<file path="src/design/prr_pkg.sv">
package prr_pkg;

	// Protocol bytes
	localparam logic [7:0] BYTE_PRE  = 8'hFF;
	localparam logic [7:0] BYTE_STX  = 8'h02;
	localparam logic [7:0] BYTE_ETX  = 8'h03;
	localparam logic [7:0] BYTE_ESC  = 8'h10;
	localparam logic [7:0] BYTE_POLL = 8'h50;
	localparam logic [7:0] BYTE_GET  = 8'h52;
	localparam logic [7:0] ADDR_BASE = 8'd65;

	// Position of the last byte of the request frame
	localparam logic [2:0] TX_LAST_POS = 3'd5;

	// Configuration register indexes
	localparam logic CFG_NODE_NUMBER = 1'b0;
	localparam logic CFG_BYTE_COUNT  = 1'b1;

	typedef enum logic [1:0] {
		KIND_TX     = 2'd0,
		KIND_CHANGE = 2'd1,
		KIND_DONE   = 2'd2,
		KIND_ERROR  = 2'd3
	} kind_t;

	typedef enum logic [2:0] {
		ERR_NONE    = 3'd0,
		ERR_READ    = 3'd1,
		ERR_NO_STX  = 3'd2,
		ERR_ADDRESS = 3'd3,
		ERR_COMMAND = 3'd4,
		ERR_LENGTH  = 3'd5
	} err_t;

	typedef enum logic [3:0] {
		ST_IDLE,
		ST_PRE,
		ST_ADDR,
		ST_CMD,
		ST_DATA,
		ST_TX,
		ST_ERR,
		ST_SCAN,
		ST_FINAL
	} state_t;

	typedef enum logic [2:0] {
		OSEL_TX,
		OSEL_ERR,
		OSEL_PEND,
		OSEL_PEND_LAST,
		OSEL_DONE
	} osel_t;

	// Controller to datapath
	typedef struct packed {
		logic  poll_start;
		logic  esc_set;
		logic  esc_clr;
		logic  store;
		logic  err_set;
		err_t  err_code;
		logic  tx_adv;
		logic  scan_start;
		logic  scan_adv;
		logic  pend_take;
		logic  out_load;
		osel_t out_sel;
	} cmd_t;

	// Datapath to controller
	typedef struct packed {
		logic op;
		logic rx_err;
		logic is_pre;
		logic is_stx;
		logic is_addr;
		logic is_get;
		logic is_esc;
		logic is_etx;
		logic esc;
		logic len_ok;
		logic tx_end;
		logic scan_end;
		logic diff;
		logic pend_valid;
		logic out_free;
	} sts_t;

	// Request frame: FF FF STX addr 'P' ETX
	function automatic logic [7:0] frame_byte(input logic [2:0] pos, input logic [7:0] addr);
		logic [7:0] b;
		case (pos)
			3'd0:    b = BYTE_PRE;
			3'd1:    b = BYTE_PRE;
			3'd2:    b = BYTE_STX;
			3'd3:    b = addr;
			3'd4:    b = BYTE_POLL;
			default: b = BYTE_ETX;
		endcase
		return b;
	endfunction

endpackage

</file>
<file path="src/design/poll_response_receiver_core.sv">
// Channel   Direction  Handshake                       Payload
// s_axis    in         s_axis_tvalid / s_axis_tready   tdata rx_byte, tuser op + rx_error
// m_axis    out        m_axis_tvalid / m_axis_tready   tdata tx/bit/error fields, tuser kind
// cfg       in         cfg_valid / cfg_ready           cfg_index, cfg_data
//
// A received byte is taken whenever the parser waits for input.
// A poll request sends six frame bytes, one per cycle the output is free.
// A good frame scans its stored bits one per cycle unless the sink stalls a
// change result, then ends the scan and sends the final result.
// Input stalls while frame bytes, errors or scan results are being sent.
// arst_n clears the parser, output valid and stored inputs at once.
module poll_response_receiver_core #(
	parameter int MAX_INPUT_BYTES = 8
) (
	input  logic        clk,
	input  logic        arst_n,
	input  logic        s_axis_tvalid,
	output logic        s_axis_tready,
	input  logic [7:0]  s_axis_tdata,   // [7:0] rx_byte
	input  logic [1:0]  s_axis_tuser,   // [0] op, [1] rx_error
	output logic        m_axis_tvalid,
	input  logic        m_axis_tready,
	output logic [23:0] m_axis_tdata,   // [7:0] tx_byte, [13:8] bit_index, [14] bit_value,
	                                    // [17:15] error_code, [23:18] zero
	output logic [1:0]  m_axis_tuser,   // [1:0] kind
	output logic        m_axis_tlast,
	input  logic        cfg_valid,
	output logic        cfg_ready,
	input  logic        cfg_index,
	input  logic [6:0]  cfg_data
);

	prr_pkg::cmd_t cmd;
	prr_pkg::sts_t sts;

	assign cfg_ready = 1'b1;

	// Parse and sequence control
	prr_ctrl u_ctrl (
		.clk      (clk),
		.arst_n   (arst_n),
		.in_valid (s_axis_tvalid),
		.sts      (sts),
		.in_ready (s_axis_tready),
		.cmd      (cmd)
	);

	// Buffers, counters and output register
	prr_datapath #(
		.MAX_INPUT_BYTES (MAX_INPUT_BYTES)
	) u_dp (
		.clk       (clk),
		.arst_n    (arst_n),
		.s_tdata   (s_axis_tdata),
		.s_tuser   (s_axis_tuser),
		.cfg_valid (cfg_valid),
		.cfg_index (cfg_index),
		.cfg_data  (cfg_data),
		.m_tready  (m_axis_tready),
		.m_tvalid  (m_axis_tvalid),
		.m_tdata   (m_axis_tdata),
		.m_tuser   (m_axis_tuser),
		.m_tlast   (m_axis_tlast),
		.cmd       (cmd),
		.sts       (sts)
	);

endmodule

</file>
<file path="src/design/prr_ctrl.sv">
module prr_ctrl (
	input  logic           clk,
	input  logic           arst_n,
	input  logic           in_valid,
	input  prr_pkg::sts_t  sts,
	output logic           in_ready,
	output prr_pkg::cmd_t  cmd
);

	prr_pkg::state_t state_q;
	prr_pkg::state_t state_d;

	// State register
	always_ff @(posedge clk or negedge arst_n) begin
		if (!arst_n) begin
			state_q <= prr_pkg::ST_IDLE;
		end else begin
			state_q <= state_d;
		end
	end

	// Next state and commands
	always_comb begin
		state_d  = state_q;
		cmd      = '0;
		in_ready = 1'b0;
		case (state_q)
			prr_pkg::ST_IDLE, prr_pkg::ST_PRE, prr_pkg::ST_ADDR,
			prr_pkg::ST_CMD, prr_pkg::ST_DATA: begin
				in_ready = 1'b1;
				if (in_valid) begin
					if (!sts.op) begin
						// start a poll from any parse phase
						cmd.poll_start = 1'b1;
						state_d        = prr_pkg::ST_TX;
					end else if (state_q == prr_pkg::ST_IDLE) begin
						// drop bytes while not armed
						state_d = prr_pkg::ST_IDLE;
					end else if (sts.rx_err) begin
						cmd.err_set  = 1'b1;
						cmd.err_code = prr_pkg::ERR_READ;
						cmd.esc_clr  = 1'b1;
						state_d      = prr_pkg::ST_ERR;
					end else begin
						case (state_q)
							prr_pkg::ST_PRE: begin
								if (sts.is_pre) begin
									state_d = prr_pkg::ST_PRE;
								end else if (sts.is_stx) begin
									state_d = prr_pkg::ST_ADDR;
								end else begin
									cmd.err_set  = 1'b1;
									cmd.err_code = prr_pkg::ERR_NO_STX;
									state_d      = prr_pkg::ST_ERR;
								end
							end
							prr_pkg::ST_ADDR: begin
								if (sts.is_addr) begin
									state_d = prr_pkg::ST_CMD;
								end else begin
									cmd.err_set  = 1'b1;
									cmd.err_code = prr_pkg::ERR_ADDRESS;
									state_d      = prr_pkg::ST_ERR;
								end
							end
							prr_pkg::ST_CMD: begin
								if (sts.is_get) begin
									state_d = prr_pkg::ST_DATA;
								end else begin
									cmd.err_set  = 1'b1;
									cmd.err_code = prr_pkg::ERR_COMMAND;
									state_d      = prr_pkg::ST_ERR;
								end
							end
							default: begin
								if (sts.esc) begin
									// escaped byte is literal
									cmd.esc_clr = 1'b1;
									cmd.store   = 1'b1;
								end else if (sts.is_esc) begin
									cmd.esc_set = 1'b1;
								end else if (sts.is_etx) begin
									if (sts.len_ok) begin
										cmd.scan_start = 1'b1;
										state_d        = prr_pkg::ST_SCAN;
									end else begin
										cmd.err_set  = 1'b1;
										cmd.err_code = prr_pkg::ERR_LENGTH;
										state_d      = prr_pkg::ST_ERR;
									end
								end else begin
									cmd.store = 1'b1;
								end
							end
						endcase
					end
				end
			end
			prr_pkg::ST_TX: begin
				// send the request frame one byte per free output slot
				if (sts.out_free) begin
					cmd.out_load = 1'b1;
					cmd.out_sel  = prr_pkg::OSEL_TX;
					cmd.tx_adv   = 1'b1;
					if (sts.tx_end) begin
						state_d = prr_pkg::ST_PRE;
					end
				end
			end
			prr_pkg::ST_ERR: begin
				if (sts.out_free) begin
					cmd.out_load = 1'b1;
					cmd.out_sel  = prr_pkg::OSEL_ERR;
					state_d      = prr_pkg::ST_IDLE;
				end
			end
			prr_pkg::ST_SCAN: begin
				// hold one found change back so the final one can carry last
				if (sts.scan_end) begin
					state_d = prr_pkg::ST_FINAL;
				end else if (sts.diff && sts.pend_valid) begin
					if (sts.out_free) begin
						cmd.out_load  = 1'b1;
						cmd.out_sel   = prr_pkg::OSEL_PEND;
						cmd.pend_take = 1'b1;
						cmd.scan_adv  = 1'b1;
					end
				end else if (sts.diff) begin
					cmd.pend_take = 1'b1;
					cmd.scan_adv  = 1'b1;
				end else begin
					cmd.scan_adv = 1'b1;
				end
			end
			prr_pkg::ST_FINAL: begin
				if (sts.out_free) begin
					cmd.out_load = 1'b1;
					cmd.out_sel  = sts.pend_valid ? prr_pkg::OSEL_PEND_LAST
					                              : prr_pkg::OSEL_DONE;
					state_d      = prr_pkg::ST_IDLE;
				end
			end
			default: begin
				state_d = prr_pkg::ST_IDLE;
			end
		endcase
	end

endmodule

</file>
<file path="src/design/prr_datapath.sv">
module prr_datapath #(
	parameter int MAX_INPUT_BYTES = 8
) (
	input  logic           clk,
	input  logic           arst_n,
	input  logic [7:0]     s_tdata,
	input  logic [1:0]     s_tuser,
	input  logic           cfg_valid,
	input  logic           cfg_index,
	input  logic [6:0]     cfg_data,
	input  logic           m_tready,
	output logic           m_tvalid,
	output logic [23:0]    m_tdata,
	output logic [1:0]     m_tuser,
	output logic           m_tlast,
	input  prr_pkg::cmd_t  cmd,
	output prr_pkg::sts_t  sts
);

	localparam int BW  = (MAX_INPUT_BYTES > 1) ? $clog2(MAX_INPUT_BYTES) : 1;
	localparam int BCW = $clog2(MAX_INPUT_BYTES + 1);
	localparam int DCW = $clog2(MAX_INPUT_BYTES + 2);
	localparam logic [DCW-1:0] DC_MAX  = DCW'(MAX_INPUT_BYTES);
	localparam logic [DCW-1:0] DC_OVER = DCW'(MAX_INPUT_BYTES + 1);

	// Configuration
	logic [6:0]     node_q;
	logic [3:0]     ibc_q;
	logic [7:0]     addr;

	// Parser state
	logic           esc_q;
	logic [DCW-1:0] dcount_q;
	logic [2:0]     tx_pos_q;
	prr_pkg::err_t  err_q;
	logic [7:0]     cur_q [MAX_INPUT_BYTES];
	logic [7:0]     inc_q [MAX_INPUT_BYTES];

	// Change scan
	logic [BCW-1:0] sbyte_q;
	logic [2:0]     sbit_q;
	logic [BW-1:0]  sidx;
	logic           new_bit;
	logic           pend_valid_q;
	logic [5:0]     pend_idx_q;
	logic           pend_val_q;

	// Output register
	logic           out_valid_q;
	prr_pkg::kind_t kind_q;
	logic [7:0]     tx_q;
	logic [5:0]     idx_q;
	logic           val_q;
	prr_pkg::err_t  oerr_q;
	logic           last_q;
	logic           out_free;

	assign addr     = prr_pkg::ADDR_BASE + {1'b0, node_q};
	assign sidx     = sbyte_q[BW-1:0];
	assign new_bit  = inc_q[sidx][3'd7 - sbit_q];
	assign out_free = !out_valid_q || m_tready;

	// Status toward the controller
	always_comb begin
		sts.op         = s_tuser[0];
		sts.rx_err     = s_tuser[1];
		sts.is_pre     = (s_tdata == prr_pkg::BYTE_PRE);
		sts.is_stx     = (s_tdata == prr_pkg::BYTE_STX);
		sts.is_addr    = (s_tdata == addr);
		sts.is_get     = (s_tdata == prr_pkg::BYTE_GET);
		sts.is_esc     = (s_tdata == prr_pkg::BYTE_ESC);
		sts.is_etx     = (s_tdata == prr_pkg::BYTE_ETX);
		sts.esc        = esc_q;
		sts.len_ok     = (dcount_q <= DC_MAX) && (4'(dcount_q) == ibc_q);
		sts.tx_end     = (tx_pos_q == prr_pkg::TX_LAST_POS);
		sts.scan_end   = (4'(sbyte_q) >= 4'(dcount_q));
		sts.diff       = cur_q[sidx][3'd7 - sbit_q] ^ new_bit;
		sts.pend_valid = pend_valid_q;
		sts.out_free   = out_free;
	end

	// Configuration registers
	always_ff @(posedge clk or negedge arst_n) begin
		if (!arst_n) begin
			node_q <= '0;
			ibc_q  <= 4'd8;
		end else if (cfg_valid) begin
			case (cfg_index)
				prr_pkg::CFG_NODE_NUMBER: node_q <= cfg_data;
				prr_pkg::CFG_BYTE_COUNT:  ibc_q  <= cfg_data[3:0];
				default: ;
			endcase
		end
	end

	// Parser registers
	always_ff @(posedge clk or negedge arst_n) begin
		if (!arst_n) begin
			esc_q    <= 1'b0;
			dcount_q <= '0;
			tx_pos_q <= '0;
			err_q    <= prr_pkg::ERR_NONE;
		end else begin
			if (cmd.poll_start || cmd.esc_clr) begin
				esc_q <= 1'b0;
			end else if (cmd.esc_set) begin
				esc_q <= 1'b1;
			end
			if (cmd.poll_start) begin
				dcount_q <= '0;
			end else if (cmd.store) begin
				// saturate one past the buffer to flag overflow
				dcount_q <= (dcount_q < DC_MAX) ? dcount_q + 1'b1 : DC_OVER;
			end
			if (cmd.poll_start) begin
				tx_pos_q <= '0;
			end else if (cmd.tx_adv) begin
				tx_pos_q <= tx_pos_q + 1'b1;
			end
			if (cmd.err_set) begin
				err_q <= cmd.err_code;
			end
		end
	end

	// Incoming data buffer, meaningful only once written in this frame
	always_ff @(posedge clk) begin
		if (cmd.store && (dcount_q < DC_MAX)) begin
			inc_q[dcount_q[BW-1:0]] <= s_tdata;
		end
	end

	// Stored inputs, updated byte by byte as the scan passes
	always_ff @(posedge clk or negedge arst_n) begin
		if (!arst_n) begin
			for (int i = 0; i < MAX_INPUT_BYTES; i++) begin
				cur_q[i] <= '0;
			end
		end else if (cmd.scan_adv && (sbit_q == 3'd7)) begin
			cur_q[sidx] <= inc_q[sidx];
		end
	end

	// Scan position and held-back change
	always_ff @(posedge clk or negedge arst_n) begin
		if (!arst_n) begin
			sbyte_q      <= '0;
			sbit_q       <= '0;
			pend_valid_q <= 1'b0;
		end else if (cmd.scan_start) begin
			sbyte_q      <= '0;
			sbit_q       <= '0;
			pend_valid_q <= 1'b0;
		end else begin
			if (cmd.scan_adv) begin
				sbit_q <= sbit_q + 1'b1;
				if (sbit_q == 3'd7) begin
					sbyte_q <= sbyte_q + 1'b1;
				end
			end
			if (cmd.pend_take) begin
				pend_valid_q <= 1'b1;
			end
		end
	end

	always_ff @(posedge clk) begin
		if (cmd.pend_take) begin
			pend_idx_q <= 6'({sidx, sbit_q});
			pend_val_q <= new_bit;
		end
	end

	// Output valid
	always_ff @(posedge clk or negedge arst_n) begin
		if (!arst_n) begin
			out_valid_q <= 1'b0;
		end else if (cmd.out_load) begin
			out_valid_q <= 1'b1;
		end else if (m_tready) begin
			out_valid_q <= 1'b0;
		end
	end

	// Output payload
	always_ff @(posedge clk) begin
		if (cmd.out_load) begin
			tx_q   <= '0;
			idx_q  <= '0;
			val_q  <= 1'b0;
			oerr_q <= prr_pkg::ERR_NONE;
			last_q <= 1'b1;
			case (cmd.out_sel)
				prr_pkg::OSEL_TX: begin
					kind_q <= prr_pkg::KIND_TX;
					tx_q   <= prr_pkg::frame_byte(tx_pos_q, addr);
					last_q <= (tx_pos_q == prr_pkg::TX_LAST_POS);
				end
				prr_pkg::OSEL_ERR: begin
					kind_q <= prr_pkg::KIND_ERROR;
					oerr_q <= err_q;
				end
				prr_pkg::OSEL_PEND: begin
					kind_q <= prr_pkg::KIND_CHANGE;
					idx_q  <= pend_idx_q;
					val_q  <= pend_val_q;
					last_q <= 1'b0;
				end
				prr_pkg::OSEL_PEND_LAST: begin
					kind_q <= prr_pkg::KIND_CHANGE;
					idx_q  <= pend_idx_q;
					val_q  <= pend_val_q;
				end
				default: begin
					kind_q <= prr_pkg::KIND_DONE;
				end
			endcase
		end
	end

	assign m_tvalid = out_valid_q;
	assign m_tdata  = {6'd0, oerr_q, val_q, idx_q, tx_q};
	assign m_tuser  = kind_q;
	assign m_tlast  = last_q;

endmodule

</file>
<file path="config.mk">
export PLATFORM = sky130hd
export DESIGN_NAME = poll_response_receiver_core
export DESIGN_NICKNAME = d
export VERILOG_FILES = /design/src/design/prr_pkg.sv /design/src/design/poll_response_receiver_core.sv /design/src/design/prr_ctrl.sv /design/src/design/prr_datapath.sv
export SDC_FILE = /design/constraint.sdc
export NUM_CORES = 1
export LEC_CHECK = 0
export BUFFER_PORTS_ARGS = -buffer_cell sky130_fd_sc_hd__buf_2
export CORE_MARGIN = 1.5
export CORE_UTILIZATION = 60
export CTS_CLUSTER_DIAMETER = 100
export DETAILED_ROUTE_END_ITERATION = 16
export PLACE_DENSITY = 0.8
export SLEW_MARGIN = 15
export SYNTH_ARGS = -nofsm -noshare
export SYNTH_HDL_FRONTEND = slang
export SYNTH_SLANG_ARGS = --single-unit
export TNS_END_PERCENT = 1
</file>
<file path="constraint.sdc">
create_clock -name clk -period 4.9 [get_ports clk]
set_clock_uncertainty 0.1 [all_clocks]
set_input_delay 0.98 -clock clk [delete_from_list [all_inputs] [get_ports clk]]
set_output_delay 0.98 -clock clk [all_outputs]
set_load 0.02 [all_outputs]
</file>
==> qor.yml <==
required_ns: 5.12
internal-power_mw: 3.01
yosysTopAreaCell: "edfxtp_1"
rrSetupSlack_ns: 0.43
yosysWarningCount: 0
finalHoldViolCount: 0
synth_seq_cells: 191
maxCapViolations: 0
tns_ns: 0
num-nets-final: 844
min_period_over_period: 0.912
htreeDepth: 4
synth_top_area_frac: 0.293
core_area_sq_um: 15300
cts_tree: "done"
holdPathEnd: "u_dp.err_q[1]$_DFFE_PN0P_"
io_pins: 53
synth-edff-count: 92
power_frac_clock: 0.290
clk_pin_slew_ns: 0.07
peakVddDrop_uv: 309
p_sw_frac: 0.347
ant_nets: 0
cts_setup_buffers: 0
worstSetupStartpointType: "flop"
place_congestion: 0.937
clock.fmax_ghz: 0.224
status: "finished clean"
die-height_microns: 128
postCtsHoldBufs: 0
p_leak_nw: 4.25
grt_first_pass_wirelength_microns: 35400
std_cell_rows: 45
final_core_util: 0.687
grt_use_met1: 0.419
start_util: 0.618
fin_crit_ns: 4.47
routed_wl_microns: 22300
crit_arrival_ns: 4.69
layout-drive-gt1-share: 0.260
hold_path_depth: 2
drt-pass1-iter-count: 6
gr-usage-all-layers: 0.285
r2r_cells: 9
clk_latency_ns: 0.44
grt_pass1_vias: 6349
cts_inserted_buffers: 17
area_delta_synth_final_pct: 11.0
cts-root-buf: "clkbuf_16"
drc: 0
dpl.hpwl_microns: 15400
synth_area_sq_um: 9430
p_comb_frac: 0.256
p_per_area_nw_per_um2: 441
seq_area_frac_synth: 0.556
viasPerCell: 6.37
grt_overflow: 0
cts_sinks: 191
top_usage_layer: "met2"
switching_power_mw: 1.60
hp-start: "u_dp.err_q[1]$_DFFE_PN0P_"
synth_top_cells_by_count: "dfrtp_1 (98), edfxtp_1 (92), mux2_2 (88), nand2_1 (46), nor2_1 (44)"
slew_violations: 0
hold_path_class: "reg -> reg"
synthTopCellsByArea: "edfxtp_1 (29%), dfrtp_1 (26%), mux2_2 (11%)"
antennaDiodeCount: 0
drt-initial-drc-count: 620
port_buffers: 45
tightest_slew_ns: 1.07
maxSlewHeadroom: 0.275
num_vias: 6561
postSynthAreaPerCell_sq_um: 12.5
finalPower_mw: 4.62
fp.dieW_microns: 128
r2r-end: "u_dp.cur_q[47]$_DFFE_PN0P_"
synth_most_common_cell: "dfrtp_1"
synth_ff_type: "dfrtp_1"
finalSetupViolations: 0
antenna_found_initial: 0
synth.distinct_cells: 76
grt_util_met3: 0.0640
synthArstFlopShare: 0.518
netlist_instances: 752
ctsResizeCount: 0
rsz0062_at_grt: "false"
p_seq_frac: 0.454
worstPathMaxFanout: 36
grt_max_degree: 62
die_area_sq_um: 16500
crit_type: "reg -> reg"
wire_per_inst_microns: 21.6
crit-reg2reg-launch: "u_dp.sbyte_q[2]$_DFFE_PN0P_"
clockBufferDepth: 2
use_met2: 0.428
crit_path_end_kind: "flop"
## how the worst max path moves through the flow
stage,startpoint,cells past startpoint,end,slack [ns]
after detailed placement,u_dp.sbyte_q[2]$_DFFE_PN0P_,9,u_dp.cur_q[47]$_DFFE_PN0P_,0.58
after floorplan,u_dp.sbyte_q[0]$_DFFE_PN0P_,10,u_dp.idx_q[0]$_SDFFCE_PN0P_,1.27
final,u_dp.sbyte_q[2]$_DFFE_PN0P_,9,u_dp.cur_q[47]$_DFFE_PN0P_,0.43
after global routing,u_dp.sbyte_q[2]$_DFFE_PN0P_,9,u_dp.cur_q[47]$_DFFE_PN0P_,0.25
after global placement,u_dp.sbyte_q[2]$_DFFE_PN0P_,9,u_dp.cur_q[43]$_DFFE_PN0P_,0.70
after CTS,u_dp.sbyte_q[2]$_DFFE_PN0P_,9,u_dp.cur_q[47]$_DFFE_PN0P_,0.54
## metrics by stage
stage	hold slack [ns]	cell area [sq um]	setup slack, ns	instances
3_3_place_gp	0.365	9900	0.696	998
5_1_grt	0.424	10500	0.253	1030
4_1_cts	0.398	10500	0.537	1030
6_report	0.398	10500	0.430	1030
3_5_place_dp	0.381	9900	0.585	998
2_1_floorplan	0.349	9450	1.27	757
## cell usage in the layout (no fill, tap or decap), types with 6 or more instances in the layout
cell,count
a221oi_1,12
a22oi_1,7
a211oi_1,9
conb_1,7
nor2_1,44
inv_6,7
o2111ai_1,6
and2_1,12
nor2b_1,11
nor4_1,6
mux2i_1,30
inv_1,23
xor2_1,7
nand3_1,20
and3_1,6
nand2b_1,11
mux2_2,88
ha_1,15
clkbuf_16,17
nor3_1,14
nor4_4,8
buf_4,29
edfxtp_1,92
nand3b_1,6
o21ai_0,20
buf_2,44
a21oi_1,26
dfrtp_1,97
nand2_1,46
## state kept, by name, summed over array words and instances, names as in the netlist, 2 cells and up
register,count
u_dp.tx_pos_q,3
u_dp.sbyte_q,4
u_dp.tx_q,8
u_dp.dcount_q,4
u_dp.oerr_q,3
u_dp.sbit_q,3
u_dp.node_q,7
u_dp.idx_q,6
u_dp.m_tuser,2
u_dp.ibc_q,4
u_dp.inc_q,64
u_dp.cur_q,64
u_dp.pend_idx_q,6
u_dp.err_q,3
u_ctrl.state_q,4
## power groups by stage
| stage | registers (mW) | logic, mW | clock network (mW) |
|---|---|---|---|
| floorplan | 2.14 | 0.792 | 0 |
| global placement | 2.11 | 1.13 | 0 |
| detailed placement | 2.12 | 1.16 | 0 |
| finish | 2.10 | 1.18 | 1.34 |
| CTS | 2.09 | 1.17 | 1.36 |
| global route | 2.12 | 1.30 | 1.43 |
## per-layer routing
| layer | vias up | wire, microns |
|---|---|---|
| met5 | - | 0 |
| met4 | 0 | 448 |
| met3 | 42 | 1650 |
| met2 | 314 | 10300 |
| met1 | 3297 | 9890 |
| li1 | 2908 | - |
## kinds of logic (layout without fill, tap and decap cells)
logic type	after synthesis	after routing	share of synthesized area
AND/OR/NAND/NOR	209	209	0.126
flip-flops	191	191	0.556
AO/OA/AOI/OAI	130	130	0.0987
multiplexers	123	123	0.144
buffers and inverters	68	130	0.0366
adder cells (fa/ha/maj)	15	15	0.0199
XOR/XNOR	14	14	0.0175
other	2	7	0.000796
## worst max-delay path: stages (launching register included)
cell       delay, ns
dfrtp_2         0.85
buf_4           0.34
mux2i_1         0.35
o21ai_0         0.12
a2111oi_0       0.54
o31ai_1         0.22
o211a_1         0.31
o21ba_4         0.32
nor4_4          0.75
mux2_2          0.42
## final cells by class
type                       count  area [sq um]
multi-input combinational    498          3860
clock buffer                  17           425
fill                        1074          4780
inverter                      25          93.8
sequential                   191          5240
clock inverter                15           146
timing repair buffer          73           438
tap                          211           264
Power figures use the tool's default switching activity.
